[config.mk]
export PLATFORM = sky130hd
export DESIGN_NAME = stimulator_session_controller_unit_flat
export DESIGN_NICKNAME = d
export VERILOG_FILES = /design/src/rtl/ssc_pkg.sv /design/src/rtl/ssc_if.sv /design/src/rtl/ssc_in_reg.sv /design/src/rtl/ssc_step.sv /design/src/rtl/ssc_out_reg.sv /design/src/rtl/stimulator_session_controller_unit.sv /design/src/flat_wrapper.sv
export VERILOG_INCLUDE_DIRS = /design/src /design/src/rtl
export SDC_FILE = /design/constraint.sdc
export NUM_CORES = 1
export LEC_CHECK = 0
export BUFFER_PORTS_ARGS = -buffer_cell sky130_fd_sc_hd__buf_2
export CORE_ASPECT_RATIO = 1.4
export CORE_MARGIN = 2
export CORE_UTILIZATION = 55
export DETAILED_ROUTE_END_ITERATION = 12
export PLACE_DENSITY = 0.83
export SYNTH_ARGS = -nofsm -noshare
export SYNTH_HDL_FRONTEND = slang
export SYNTH_HIERARCHICAL = 1
export SYNTH_SLANG_ARGS = --single-unit
[constraint.sdc]
create_clock -name clk -period 13.6 [get_ports clk]
set_input_delay 0.68 -clock clk [delete_from_list [all_inputs] [get_ports clk]]
set_output_delay 0.68 -clock clk [all_outputs]
set_load 0.005 [all_outputs]
[src/rtl/stimulator_session_controller_unit_defines.svh]
// Assertion helpers shared by the session controller RTL.
// Both expect signals named clk and rst_n in the module that uses them.
`ifndef STIMULATOR_SESSION_CONTROLLER_UNIT_DEFINES_SVH
`define STIMULATOR_SESSION_CONTROLLER_UNIT_DEFINES_SVH

// Consequent must hold in the same cycle as the antecedent
`define SSC_ASSERT_SAME(label, ante, cons, msg) \
    label: assert property (@(posedge clk) disable iff (!rst_n) (ante) |-> (cons)) \
        else $error(msg);

// Consequent must hold in the cycle after the antecedent
`define SSC_ASSERT_NEXT(label, ante, cons, msg) \
    label: assert property (@(posedge clk) disable iff (!rst_n) (ante) |=> (cons)) \
        else $error(msg);

`endif

[src/rtl/ssc_pkg.sv]
`timescale 1ns / 1ps

package ssc_pkg;

    // Event codes carried in the action field
    typedef enum logic [3:0] {
        ACT_TICK      = 4'd0,
        ACT_POWER     = 4'd1,
        ACT_CONTACT   = 4'd2,
        ACT_CYCLE     = 4'd3,
        ACT_FREQUENCY = 4'd4,
        ACT_WAVEFORM  = 4'd5,
        ACT_SAVE      = 4'd6,
        ACT_UP        = 4'd7,
        ACT_DOWN      = 4'd8,
        ACT_FAULT     = 4'd9
    } ssc_action_t;

    typedef enum logic [1:0] {
        MODE_OFF      = 2'd0,
        MODE_ON       = 2'd1,
        MODE_DISABLED = 2'd2
    } ssc_mode_t;

    typedef enum logic [1:0] {
        WARN_NONE     = 2'd0,
        WARN_LOW      = 2'd1,
        WARN_CRITICAL = 2'd2
    } ssc_warn_t;

    typedef enum logic [1:0] {
        CFG_IDLE_LIMIT       = 2'd0,
        CFG_FAULT_LIMIT      = 2'd1,
        CFG_LOW_BATTERY      = 2'd2,
        CFG_CRITICAL_BATTERY = 2'd3
    } ssc_cfg_index_t;

    localparam int CFG_DATA_W = 16;

    localparam logic [11:0] CYCLE_LEN_SHORT  = 12'd1200;
    localparam logic [11:0] CYCLE_LEN_MEDIUM = 12'd2400;
    localparam logic [11:0] CYCLE_LEN_LONG   = 12'd3600;

    localparam logic [9:0]  CURRENT_RESET = 10'd100;
    localparam logic [10:0] CURRENT_UP    = 11'd100;
    localparam logic [10:0] CURRENT_MAX   = 11'd500;
    localparam logic [9:0]  CURRENT_DOWN  = 10'd50;
    localparam logic [9:0]  CURRENT_FAULT = 10'd701;

    localparam logic [15:0] IDLE_LIMIT_RESET       = 16'd1800;
    localparam logic [9:0]  FAULT_LIMIT_RESET      = 10'd700;
    localparam logic [6:0]  LOW_BATTERY_RESET      = 7'd5;
    localparam logic [6:0]  CRITICAL_BATTERY_RESET = 7'd2;

    typedef struct packed {
        logic [3:0] action;
        logic       skin_touch;
        logic [6:0] battery_level;
    } ssc_event_t;

    typedef struct packed {
        logic [15:0] idle_limit_seconds;
        logic [9:0]  fault_current_limit;
        logic [6:0]  low_battery_level;
        logic [6:0]  critical_battery_level;
    } ssc_cfg_t;

    typedef struct packed {
        logic        device_on;
        logic        fault_disabled;
        logic        therapy_on;
        logic        save_on;
        logic [1:0]  cycle_mode;
        logic [11:0] countdown_seconds;
        logic [11:0] time_left;
        logic [1:0]  frequency_mode;
        logic [1:0]  waveform_mode;
        logic [9:0]  current_ua;
        logic [15:0] idle_seconds;
    } ssc_state_t;

    typedef struct packed {
        logic        status;
        logic [1:0]  device_mode;
        logic        therapy_running;
        logic [11:0] seconds_left;
        logic [9:0]  drive_current_ua;
        logic [1:0]  cycle_setting;
        logic [1:0]  frequency_setting;
        logic [1:0]  waveform_setting;
        logic        saving_enabled;
        logic [1:0]  battery_warning;
        logic        record_saved;
        logic [11:0] saved_duration;
    } ssc_result_t;

    // Advance a three-way setting, wrapping to the first value
    function automatic logic [1:0] next3(input logic [1:0] v);
        next3 = (v >= 2'd2) ? 2'd0 : v + 2'd1;
    endfunction

    // Countdown length for a cycle setting
    function automatic logic [11:0] cycle_len(input logic [1:0] mode);
        case (mode)
            2'd1:    cycle_len = CYCLE_LEN_MEDIUM;
            2'd2:    cycle_len = CYCLE_LEN_LONG;
            default: cycle_len = CYCLE_LEN_SHORT;
        endcase
    endfunction

endpackage

[src/rtl/ssc_if.sv]
`timescale 1ns / 1ps

// Event channel
interface ssc_event_if;
    logic       valid;
    logic       ready;
    logic [3:0] action;
    logic       skin_touch;
    logic [6:0] battery_level;

    modport source (output valid, action, skin_touch, battery_level, input ready);
    modport sink   (input valid, action, skin_touch, battery_level, output ready);
endinterface

// Result channel
interface ssc_result_if;
    logic        valid;
    logic        ready;
    logic        status;
    logic [1:0]  device_mode;
    logic        therapy_running;
    logic [11:0] seconds_left;
    logic [9:0]  drive_current_ua;
    logic [1:0]  cycle_setting;
    logic [1:0]  frequency_setting;
    logic [1:0]  waveform_setting;
    logic        saving_enabled;
    logic [1:0]  battery_warning;
    logic        record_saved;
    logic [11:0] saved_duration;

    modport source (
        output valid, status, device_mode, therapy_running, seconds_left,
               drive_current_ua, cycle_setting, frequency_setting, waveform_setting,
               saving_enabled, battery_warning, record_saved, saved_duration,
        input  ready
    );
    modport sink (
        input  valid, status, device_mode, therapy_running, seconds_left,
               drive_current_ua, cycle_setting, frequency_setting, waveform_setting,
               saving_enabled, battery_warning, record_saved, saved_duration,
        output ready
    );
endinterface

[src/rtl/ssc_in_reg.sv]
`timescale 1ns / 1ps

module ssc_in_reg
    import ssc_pkg::*;
(
    input  logic        clk,
    input  logic        rst_n,
    ssc_event_if.sink   command,
    input  logic        advance,
    output logic        pending,
    output ssc_event_t  evt
);

    logic       valid_reg;
    logic       valid_next;
    ssc_event_t evt_reg;

    // Take a new transaction when empty or whenever the held one moves on this cycle
    assign command.ready = !valid_reg || advance;
    assign valid_next    = command.valid ? 1'b1 : (valid_reg && !advance);

    always_ff @(posedge clk or negedge rst_n)
    begin
        if (!rst_n)
        begin
            valid_reg <= 1'b0;
        end
        else
        begin
            valid_reg <= valid_next && command.ready || (valid_reg && !advance);
        end
    end

    // Capture payload on acceptance
    always_ff @(posedge clk)
    begin
        if (command.valid && command.ready)
        begin
            evt_reg.action        <= command.action;
            evt_reg.skin_touch    <= command.skin_touch;
            evt_reg.battery_level <= command.battery_level;
        end
    end

    assign pending = valid_reg;
    assign evt     = evt_reg;

endmodule

[src/rtl/ssc_step.sv]
`timescale 1ns / 1ps

module ssc_step
    import ssc_pkg::*;
(
    input  ssc_state_t  st,
    input  ssc_cfg_t    cfg,
    input  ssc_event_t  evt,
    output ssc_state_t  st_next,
    output ssc_result_t res
);

    typedef struct packed {
        ssc_state_t  st;
        logic        rec_valid;
        logic [11:0] rec_duration;
    } ssc_work_t;

    // End a running session, saving a record when asked and enabled
    function automatic ssc_work_t finish_session(input ssc_work_t w, input logic want_save);
        ssc_work_t r;
        r = w;
        if (r.st.therapy_on)
        begin
            r.st.therapy_on = 1'b0;
            if (want_save && r.st.save_on)
            begin
                r.rec_valid    = 1'b1;
                r.rec_duration = (r.st.time_left > r.st.countdown_seconds) ? 12'd0 :
                                 r.st.countdown_seconds - r.st.time_left;
                r.st.time_left = r.st.countdown_seconds;
            end
        end
        return r;
    endfunction

    // Power button: refused while disabled and off
    function automatic ssc_work_t press_power(input ssc_work_t w);
        ssc_work_t r;
        r = w;
        if (!(r.st.fault_disabled && !r.st.device_on))
        begin
            r.st.idle_seconds = '0;
            r = finish_session(r, 1'b1);
            r.st.device_on = !r.st.device_on;
        end
        return r;
    endfunction

    always_comb
    begin
        ssc_work_t   w;
        logic        status;
        ssc_warn_t   warn;
        logic [10:0] up_sum;

        w.st           = st;
        w.rec_valid    = 1'b0;
        w.rec_duration = '0;
        status         = 1'b0;
        warn           = WARN_NONE;
        up_sum         = {1'b0, st.current_ua} + CURRENT_UP;

        case (evt.action)
            ACT_TICK:
            begin
                if (w.st.device_on && !w.st.fault_disabled)
                begin
                    // Battery check first
                    if (evt.battery_level <= cfg.critical_battery_level)
                    begin
                        warn = WARN_CRITICAL;
                        w    = press_power(w);
                    end
                    else if (evt.battery_level <= cfg.low_battery_level)
                    begin
                        warn = WARN_LOW;
                    end
                    // Countdown
                    if (w.st.device_on && !w.st.fault_disabled && w.st.therapy_on)
                    begin
                        if (w.st.time_left != 12'd0)
                            w.st.time_left = w.st.time_left - 12'd1;
                        else
                            w = finish_session(w, 1'b1);
                    end
                    // Over-current disables and powers off
                    if (w.st.device_on && !w.st.fault_disabled &&
                        w.st.current_ua > cfg.fault_current_limit)
                    begin
                        w.st.fault_disabled = 1'b1;
                        w = press_power(w);
                    end
                    // Inactivity
                    if (w.st.therapy_on)
                    begin
                        w.st.idle_seconds = '0;
                    end
                    else
                    begin
                        w.st.idle_seconds = w.st.idle_seconds + 16'd1;
                        if (w.st.idle_seconds >= cfg.idle_limit_seconds)
                        begin
                            w.st.idle_seconds = '0;
                            w = press_power(w);
                        end
                    end
                end
            end
            ACT_POWER:
            begin
                if (w.st.fault_disabled && !w.st.device_on)
                    status = 1'b1;
                else
                    w = press_power(w);
            end
            ACT_CONTACT:
            begin
                if (evt.skin_touch)
                begin
                    if (!w.st.device_on || w.st.fault_disabled)
                        status = 1'b1;
                    else
                        w.st.therapy_on = 1'b1;
                end
                else
                begin
                    w = finish_session(w, 1'b0);
                end
            end
            ACT_CYCLE, ACT_FREQUENCY, ACT_WAVEFORM, ACT_SAVE, ACT_UP, ACT_DOWN:
            begin
                if (w.st.therapy_on || !w.st.device_on || w.st.fault_disabled)
                begin
                    status = 1'b1;
                end
                else
                begin
                    case (evt.action)
                        ACT_CYCLE:
                        begin
                            w.st.cycle_mode        = next3(w.st.cycle_mode);
                            w.st.countdown_seconds = cycle_len(w.st.cycle_mode);
                            w.st.time_left         = w.st.countdown_seconds;
                        end
                        ACT_FREQUENCY: w.st.frequency_mode = next3(w.st.frequency_mode);
                        ACT_WAVEFORM:  w.st.waveform_mode  = next3(w.st.waveform_mode);
                        ACT_SAVE:      w.st.save_on        = !w.st.save_on;
                        ACT_UP:
                        begin
                            w.st.current_ua = (up_sum > CURRENT_MAX) ? CURRENT_MAX[9:0] :
                                              up_sum[9:0];
                        end
                        default:
                        begin
                            w.st.current_ua = (w.st.current_ua < CURRENT_DOWN) ? 10'd0 :
                                              w.st.current_ua - CURRENT_DOWN;
                        end
                    endcase
                end
            end
            ACT_FAULT:
            begin
                if (!w.st.device_on || w.st.fault_disabled)
                    status = 1'b1;
                else
                    w.st.current_ua = CURRENT_FAULT;
            end
            default:
            begin
                status = 1'b0;
            end
        endcase

        st_next = w.st;

        // Assemble the visible state
        res.status            = status;
        res.device_mode       = w.st.fault_disabled ? MODE_DISABLED :
                                (w.st.device_on ? MODE_ON : MODE_OFF);
        res.therapy_running   = w.st.therapy_on;
        res.seconds_left      = w.st.time_left;
        res.drive_current_ua  = w.st.current_ua;
        res.cycle_setting     = w.st.cycle_mode;
        res.frequency_setting = w.st.frequency_mode;
        res.waveform_setting  = w.st.waveform_mode;
        res.saving_enabled    = w.st.save_on;
        res.battery_warning   = warn;
        res.record_saved      = w.rec_valid;
        res.saved_duration    = w.rec_duration;
    end

endmodule

[src/rtl/ssc_out_reg.sv]
`timescale 1ns / 1ps

module ssc_out_reg
    import ssc_pkg::*;
(
    input  logic         clk,
    input  logic         rst_n,
    ssc_result_if.source result,
    input  logic         load,
    input  ssc_result_t  res_d,
    output logic         space
);

    logic        valid_reg;
    logic        valid_next;
    ssc_result_t res_reg;

    // Free when empty or when the held transaction leaves this cycle
    assign space      = !valid_reg || result.ready;
    assign valid_next = load || (valid_reg && !result.ready);

    always_ff @(posedge clk or negedge rst_n)
    begin
        if (!rst_n)
            valid_reg <= 1'b0;
        else
            valid_reg <= valid_next;
    end

    always_ff @(posedge clk)
    begin
        if (load)
            res_reg <= res_d;
    end

    assign result.valid             = valid_reg;
    assign result.status            = res_reg.status;
    assign result.device_mode       = res_reg.device_mode;
    assign result.therapy_running   = res_reg.therapy_running;
    assign result.seconds_left      = res_reg.seconds_left;
    assign result.drive_current_ua  = res_reg.drive_current_ua;
    assign result.cycle_setting     = res_reg.cycle_setting;
    assign result.frequency_setting = res_reg.frequency_setting;
    assign result.waveform_setting  = res_reg.waveform_setting;
    assign result.saving_enabled    = res_reg.saving_enabled;
    assign result.battery_warning   = res_reg.battery_warning;
    assign result.record_saved      = res_reg.record_saved;
    assign result.saved_duration    = res_reg.saved_duration;

endmodule

[src/rtl/stimulator_session_controller_unit.sv]
`timescale 1ns / 1ps
// Session controller for an electrotherapy stimulator. Each event transaction on
// command produces exactly one result transaction on result, in order. The block
// sustains one event per clock while result is not stalled: an event is captured
// in an input register, its whole state update is worked out in one pass of shallow
// logic and written to the session state and the result register at the same edge,
// so each result is presented from the result register, loaded as the event leaves
// the input register. Input and result registers each hold one transaction, so up
// to two events can be in flight while result is back-pressured. Configuration
// writes (cfg_wr_en, cfg_index, cfg_data) take effect at the next edge and must be
// made while no event is in flight; there is no clearing pass after reset.
`include "stimulator_session_controller_unit_defines.svh"

module stimulator_session_controller_unit
    import ssc_pkg::*;
(
    input  logic                  clk,
    input  logic                  rst_n,
    ssc_event_if.sink             command,
    ssc_result_if.source          result,
    input  logic                  cfg_wr_en,
    input  logic [1:0]            cfg_index,
    input  logic [CFG_DATA_W-1:0] cfg_data
);

    logic        pending;
    logic        space;
    logic        advance;
    ssc_event_t  evt;
    ssc_state_t  st_reg;
    ssc_state_t  st_next;
    ssc_cfg_t    cfg_reg;
    ssc_result_t res_d;

    assign advance = pending && space;

    ssc_in_reg u_in_reg (
        .clk     (clk),
        .rst_n   (rst_n),
        .command (command),
        .advance (advance),
        .pending (pending),
        .evt     (evt)
    );

    ssc_step u_step (
        .st      (st_reg),
        .cfg     (cfg_reg),
        .evt     (evt),
        .st_next (st_next),
        .res     (res_d)
    );

    ssc_out_reg u_out_reg (
        .clk    (clk),
        .rst_n  (rst_n),
        .result (result),
        .load   (advance),
        .res_d  (res_d),
        .space  (space)
    );

    // Configuration registers
    always_ff @(posedge clk or negedge rst_n)
    begin
        if (!rst_n)
        begin
            cfg_reg.idle_limit_seconds     <= IDLE_LIMIT_RESET;
            cfg_reg.fault_current_limit    <= FAULT_LIMIT_RESET;
            cfg_reg.low_battery_level      <= LOW_BATTERY_RESET;
            cfg_reg.critical_battery_level <= CRITICAL_BATTERY_RESET;
        end
        else if (cfg_wr_en)
        begin
            case (cfg_index)
                CFG_IDLE_LIMIT:       cfg_reg.idle_limit_seconds     <= cfg_data[15:0];
                CFG_FAULT_LIMIT:      cfg_reg.fault_current_limit    <= cfg_data[9:0];
                CFG_LOW_BATTERY:      cfg_reg.low_battery_level      <= cfg_data[6:0];
                CFG_CRITICAL_BATTERY: cfg_reg.critical_battery_level <= cfg_data[6:0];
                default:              cfg_reg                        <= cfg_reg;
            endcase
        end
    end

    // Session state: advance once per event that moves to the result register
    always_ff @(posedge clk or negedge rst_n)
    begin
        if (!rst_n)
        begin
            st_reg.device_on         <= 1'b0;
            st_reg.fault_disabled    <= 1'b0;
            st_reg.therapy_on        <= 1'b0;
            st_reg.save_on           <= 1'b1;
            st_reg.cycle_mode        <= 2'd0;
            st_reg.countdown_seconds <= CYCLE_LEN_SHORT;
            st_reg.time_left         <= CYCLE_LEN_SHORT;
            st_reg.frequency_mode    <= 2'd0;
            st_reg.waveform_mode     <= 2'd0;
            st_reg.current_ua        <= CURRENT_RESET;
            st_reg.idle_seconds      <= '0;
        end
        else if (advance)
        begin
            st_reg <= st_next;
        end
    end

    `SSC_ASSERT_SAME(a_fault_means_off, st_reg.fault_disabled, !st_reg.device_on,
        "device disabled by fault while still on")
    `SSC_ASSERT_SAME(a_current_bound, 1'b1, st_reg.current_ua <= CURRENT_FAULT,
        "drive current beyond the fault setting")
    `SSC_ASSERT_SAME(a_record_ends_session, result.valid && result.record_saved,
        !result.therapy_running, "session record emitted while therapy still runs")
    `SSC_ASSERT_NEXT(a_advance_fills_output, advance, result.valid,
        "event moved on but no result presented")

endmodule

[src/flat_wrapper.sv]
// flat-port wrapper written by rule: the top's interface ports become plain ports
module stimulator_session_controller_unit_flat import ssc_pkg::*;
  (clk, rst_n, cfg_wr_en, cfg_index, cfg_data, command_valid, command_action, command_skin_touch, command_battery_level, command_ready, result_valid, result_status, result_device_mode, result_therapy_running, result_seconds_left, result_drive_current_ua, result_cycle_setting, result_frequency_setting, result_waveform_setting, result_saving_enabled, result_battery_warning, result_record_saved, result_saved_duration, result_ready);
  ssc_event_if command_i ();
  ssc_result_if result_i ();
  input  logic clk;
  input  logic rst_n;
  input  logic cfg_wr_en;
  input  logic [1:0] cfg_index;
  input  logic [CFG_DATA_W-1:0] cfg_data;
  input wire logic [$bits(command_i.valid)-1:0] command_valid;
  input wire logic [$bits(command_i.action)-1:0] command_action;
  input wire logic [$bits(command_i.skin_touch)-1:0] command_skin_touch;
  input wire logic [$bits(command_i.battery_level)-1:0] command_battery_level;
  output wire logic [$bits(command_i.ready)-1:0] command_ready;
  output wire logic [$bits(result_i.valid)-1:0] result_valid;
  output wire logic [$bits(result_i.status)-1:0] result_status;
  output wire logic [$bits(result_i.device_mode)-1:0] result_device_mode;
  output wire logic [$bits(result_i.therapy_running)-1:0] result_therapy_running;
  output wire logic [$bits(result_i.seconds_left)-1:0] result_seconds_left;
  output wire logic [$bits(result_i.drive_current_ua)-1:0] result_drive_current_ua;
  output wire logic [$bits(result_i.cycle_setting)-1:0] result_cycle_setting;
  output wire logic [$bits(result_i.frequency_setting)-1:0] result_frequency_setting;
  output wire logic [$bits(result_i.waveform_setting)-1:0] result_waveform_setting;
  output wire logic [$bits(result_i.saving_enabled)-1:0] result_saving_enabled;
  output wire logic [$bits(result_i.battery_warning)-1:0] result_battery_warning;
  output wire logic [$bits(result_i.record_saved)-1:0] result_record_saved;
  output wire logic [$bits(result_i.saved_duration)-1:0] result_saved_duration;
  input wire logic [$bits(result_i.ready)-1:0] result_ready;
  assign command_i.valid = command_valid;
  assign command_i.action = command_action;
  assign command_i.skin_touch = command_skin_touch;
  assign command_i.battery_level = command_battery_level;
  assign command_ready = command_i.ready;
  assign result_valid = result_i.valid;
  assign result_status = result_i.status;
  assign result_device_mode = result_i.device_mode;
  assign result_therapy_running = result_i.therapy_running;
  assign result_seconds_left = result_i.seconds_left;
  assign result_drive_current_ua = result_i.drive_current_ua;
  assign result_cycle_setting = result_i.cycle_setting;
  assign result_frequency_setting = result_i.frequency_setting;
  assign result_waveform_setting = result_i.waveform_setting;
  assign result_saving_enabled = result_i.saving_enabled;
  assign result_battery_warning = result_i.battery_warning;
  assign result_record_saved = result_i.record_saved;
  assign result_saved_duration = result_i.saved_duration;
  assign result_i.ready = result_ready;
  stimulator_session_controller_unit u_core (.clk(clk), .rst_n(rst_n), .command(command_i), .result(result_i), .cfg_wr_en(cfg_wr_en), .cfg_index(cfg_index), .cfg_data(cfg_data));
endmodule
# Yosys cells after proc, flatten, opt, wreduce, memory -nomap -nowiden
# Index checks and enable logic that the tools add are counted.
# word_totals
register_bits,162
inputBits,35
out_inout_bits,50
word_cells,182
# op_classes
add_sub_neg,10
order_cmp,12
n_eq_ne,17
mux,63
n_bitwise,2
n_reduce_logical,45
# ops
operator,count
73-bit two-way mux,13
12-bit two-way mux,10
13-bit two-way mux,8
31-bit case mux with 3 select lines,1
71-bit two-way mux,1
29-bit case mux with 2 select lines,1
44-bit two-way mux,1
41-bit two-way mux,1
10-bit case mux with 4 select lines,1
12-bit greater-than comparator,3
12-bit subtractor,3
16-bit two-way mux,2
10-bit two-way mux,3
26-bit two-way mux,1
12-bit case mux with 2 select lines,1
10-bit case mux with 2 select lines,1
"16-bit by 1-bit adder with 16-bit output, second input constant",1
"4-bit by 3-bit == test with 1-bit output, second input constant",4
16-bit >= comparator,1
7-bit less-or-equal comparator,2
1-bit logical AND,12
2-bit two-way mux,6
12-bit nonzero test,1
"12-bit by 1-bit subtractor with 12-bit output, second input constant",1
other kinds (29),70

# Longest topological paths before layout
# depth
depth_word,32
depth_mapped,30
ltp_nobuf,28

# Modules after synthesis
# The synthesis kept the hierarchy.
# modules_own_cells
mod,n_inst,cells_per_inst,area_each_um2,seq_area_each_um2
ssc_step,1,963,6030.8,0.0
stimulator_session_controller_unit,1,214,3752.3,2533.7
ssc_out_reg,1,51,1488.9,1466.4
ssc_in_reg,1,16,414.1,385.4

# Worst setup path after synthesis
# No wires, ideal clock.
# synth_path
kind,flip-flop to flip-flop
from,"register u_core.u_in_reg.evt_reg, in the netlist u_core/u_in_reg/evt[4]"
to,"register u_core.u_out_reg.res_reg, in the netlist u_core/u_out_reg/result.saved_duration[11] (data pin)"
setup_time_ns,0.273
arrival_ns,4.774
required_ns,13.327
slack_ns,8.553
stages_incl_launch_ff,20
path_buffers,3
synth_period_minus_slack_ns,5.047
cell_sequence,edfxtp_1 ha_1 a211oi_2 o2111a_2 a21o_1 clkbuf_1 clkbuf_1 buf_1 a21oi_1 ha_1 a21o_1 o211a_1 a221oi_2 nor2_1 a211o_1 a221o_1 a2111oi_0 o31ai_1 xnor2_1 o221ai_1
# synth_lines
element,line_no,rtl
from (decl),ssc_in_reg.sv:16,ssc_event_t evt_reg;
to (signal assigned),ssc_out_reg.sv:33,res_reg <= res_d;
to (decl),ssc_out_reg.sv:16,ssc_result_t res_reg;

==> results.txt <==
first-pass GRT wire length: 48800 um
Critical Path Sink Type: flop
DRC viols: 0
vias in the first global route: 9664
CTS-repair resized insts: 0
Slew headroom: 35.2%
syn nets: 1358
RSZ-0062 raised after global routing: false
register area share after synthesis: 37.5%
Worst R2R End: u_core/st_reg[15]
Max H-tree Level: 4
Synth cell types: 78
Synth Instances: 1244
# port buffers: 84
Post-synth top flop: dfrtp_1
Slew @ Worst Pin: 0.972 ns
DRT Pass-1 Iters: 5
Post CTS Setup Buffer Count: 0
total negative slack: 0 ns
Fin. Hold Viols: 0
DR WL/cell: 19.8 um
asr flop ratio synth: 63.0%
max FFs per register: 60
Fill cells: 1753
TritonCTS clock tree: built
Initial Utilization: 55.5%
Yosys reg bits: 162
CTS Buffer Depth: 2
dominant cells by area after synthesis: dfrtp_1, edfxtp_1, mux2_2
routability cong.: 0.935
commonest cells after routing, fill and taps aside: mux2_2, nand2_1, nor2_1, buf_2, a21oi_1
# hold bufs at CTS: 0
cell taking the most area after synthesis: dfrtp_1
Crit-path slowest cell: and3_1
Reg clk slew, reported paths: 0.07 ns
area growth from synthesis to layout: 7.70%
power per cell area: 180 nW/um^2
initial antenna violation count: 0
fin crit share: 46.1%
Post-synth EDFFs: 60
Layout Nets: 1384
worst path arrival time: 6.66 ns
Core Util, Final: 59.8%
Max Cap Viol: 0
fmax: 159 MHz
number of buffers created by CTS: 17
kind of critical path: flop to flop
VDD IR max: 0.0905 mV
synthesis warning total: 6
gr usage total: 27.5%
share of cells above drive strength 1: 21.5%
drt total wl: 30500 um
initial drt markers: 772
r2r setup slk: 7.33 ns
clock root buffer: clkbuf_16
via density per instance: 6.40
non-filler instance count after layout: 1543
Synth top area share: 16.5%
Antenna diodes: 0
mean post-synth cell area: 9.39 sq um
# setup viols final: 0
std cell rows: 63
clk_skew: 0.00877 ns
Critical Path RT: 13.98 ns
Max Slew Vio Count: 0
fin crit period: 6.27 ns
clk sinks: 162
R2R Path Start: u_core/cfg_reg[1]
R2R cell count: 25
status: finished, final reports clean
Remaining Overflow, GRT: 0
largest stage delay on the critical path: 0.76 ns
core area: 21000 sq um
Die Width: 127 um
Startpoint Class: flop
post-detail-place hpwl: 22300 um
Pwr Total: 0.00227 W
largest net degree at the start of global routing: 74
DRT antenna net count: 0
dpl cells: 1511
Critical Path Fanout Max: 20
die height: 176 um
Die Area: 22400 sq um
min-delay worst type: input port to asynchronous set/reset pin
vias: 9882
Cell Area, Synth: 11700 sq um
Leak: 5.56 nW
worst skew pair latency: 0.44 ns
IO Pins: 85
## metrics by stage
stage	setup WS [ns]	area [sq um]	hold slack, ns
floorplan	8.55	11700	0.384
global placement	7.69	12000	0.489
detailed placement	7.52	12000	0.496
CTS	7.49	12600	0.162
global route	6.93	12600	0.193
finish	7.33	12600	0.162
## layout make-up
| type | instances | area, sq um | area share (%) |
|---|---|---|---|
| clock buffer | 17 | 425 | 3.38 |
| multi-input combinational | 920 | 6550 | 52.1 |
| clock inverter | 15 | 119 | 0.944 |
| timing repair buffer | 94 | 498 | 3.96 |
| inverter | 75 | 282 | 2.24 |
| sequential | 162 | 4390 | 34.8 |
| tap | 260 | 325 | 2.58 |
## cells in the mapped netlist (11+ instances only)
| library cell | n |
|---|---|
| dfrtp_1 | 77 |
| xor2_1 | 24 |
| a21oi_1 | 83 |
| o21ai_0 | 62 |
| inv_1 | 75 |
| a21o_1 | 35 |
| mux2_2 | 102 |
| buf_4 | 33 |
| nand4_1 | 11 |
| nor3_1 | 26 |
| xnor2_1 | 26 |
| nor2_1 | 101 |
| a31oi_1 | 17 |
| nand3_1 | 28 |
| o221ai_1 | 13 |
| ha_1 | 76 |
| o211ai_1 | 14 |
| a22o_1 | 13 |
| dfstp_2 | 25 |
| nor2b_1 | 13 |
| nand2_1 | 103 |
| nand2b_1 | 16 |
| clkbuf_1 | 42 |
| edfxtp_1 | 60 |
## cell families after synthesis
group,after synthesis,share of synthesized area (%)
adders and majority gates,81,8.82
DFF,162,37.5
and+or+nand+nor,363,15.2
buffers and inverters,162,6.49
muxes,105,10.1
AOI/OAI and AO/OA,321,18.2
xor gates and xnor gates,50,3.75
## report_power, final
part / switching [W] / total, W / internal, W
registers: 0.000129 / 0.000764 / 0.000635
logic: 0.000593 / 0.00105 / 0.000457
clock network: 0.000217 / 0.000455 / 0.000238
## how the worst max path moves through the flow
stage                                      start                                          to  slack (ns)  cells past startpoint
after detailed placement       u_core/st_reg[21]                           u_core/st_reg[15]        7.52                     26
after CTS                      u_core/st_reg[21]                           u_core/st_reg[15]        7.49                     26
after global routing           u_core/st_reg[21]                           u_core/st_reg[15]        6.93                     26
after global placement    u_core/u_in_reg/evt[4]   u_core/u_out_reg/result.saved_duration[0]        7.69                     20
after floorplan           u_core/u_in_reg/evt[4]  u_core/u_out_reg/result.saved_duration[11]        8.55                     19
final                          u_core/cfg_reg[1]                           u_core/st_reg[15]        7.33                     25
## critical path, delay by kind of cell (launching register included)
family / cells / cell delay (ns)
mux: 1 / 0.17
simple gates: 9 / 2.39
flops: 1 / 0.53
fa+ha+maj: 3 / 0.77
compound gates: 9 / 2.03
xor+xnor: 1 / 0.17
buf+inv: 2 / 0.14
## layer usage
metal	GRT usage [%]	routed length, um
met3	4.06	1450
met2	50.1	16100
met4	15.3	1480
met5	0	0
met1	30.6	11500
Note: power is estimated with default switching activity, not from simulation.
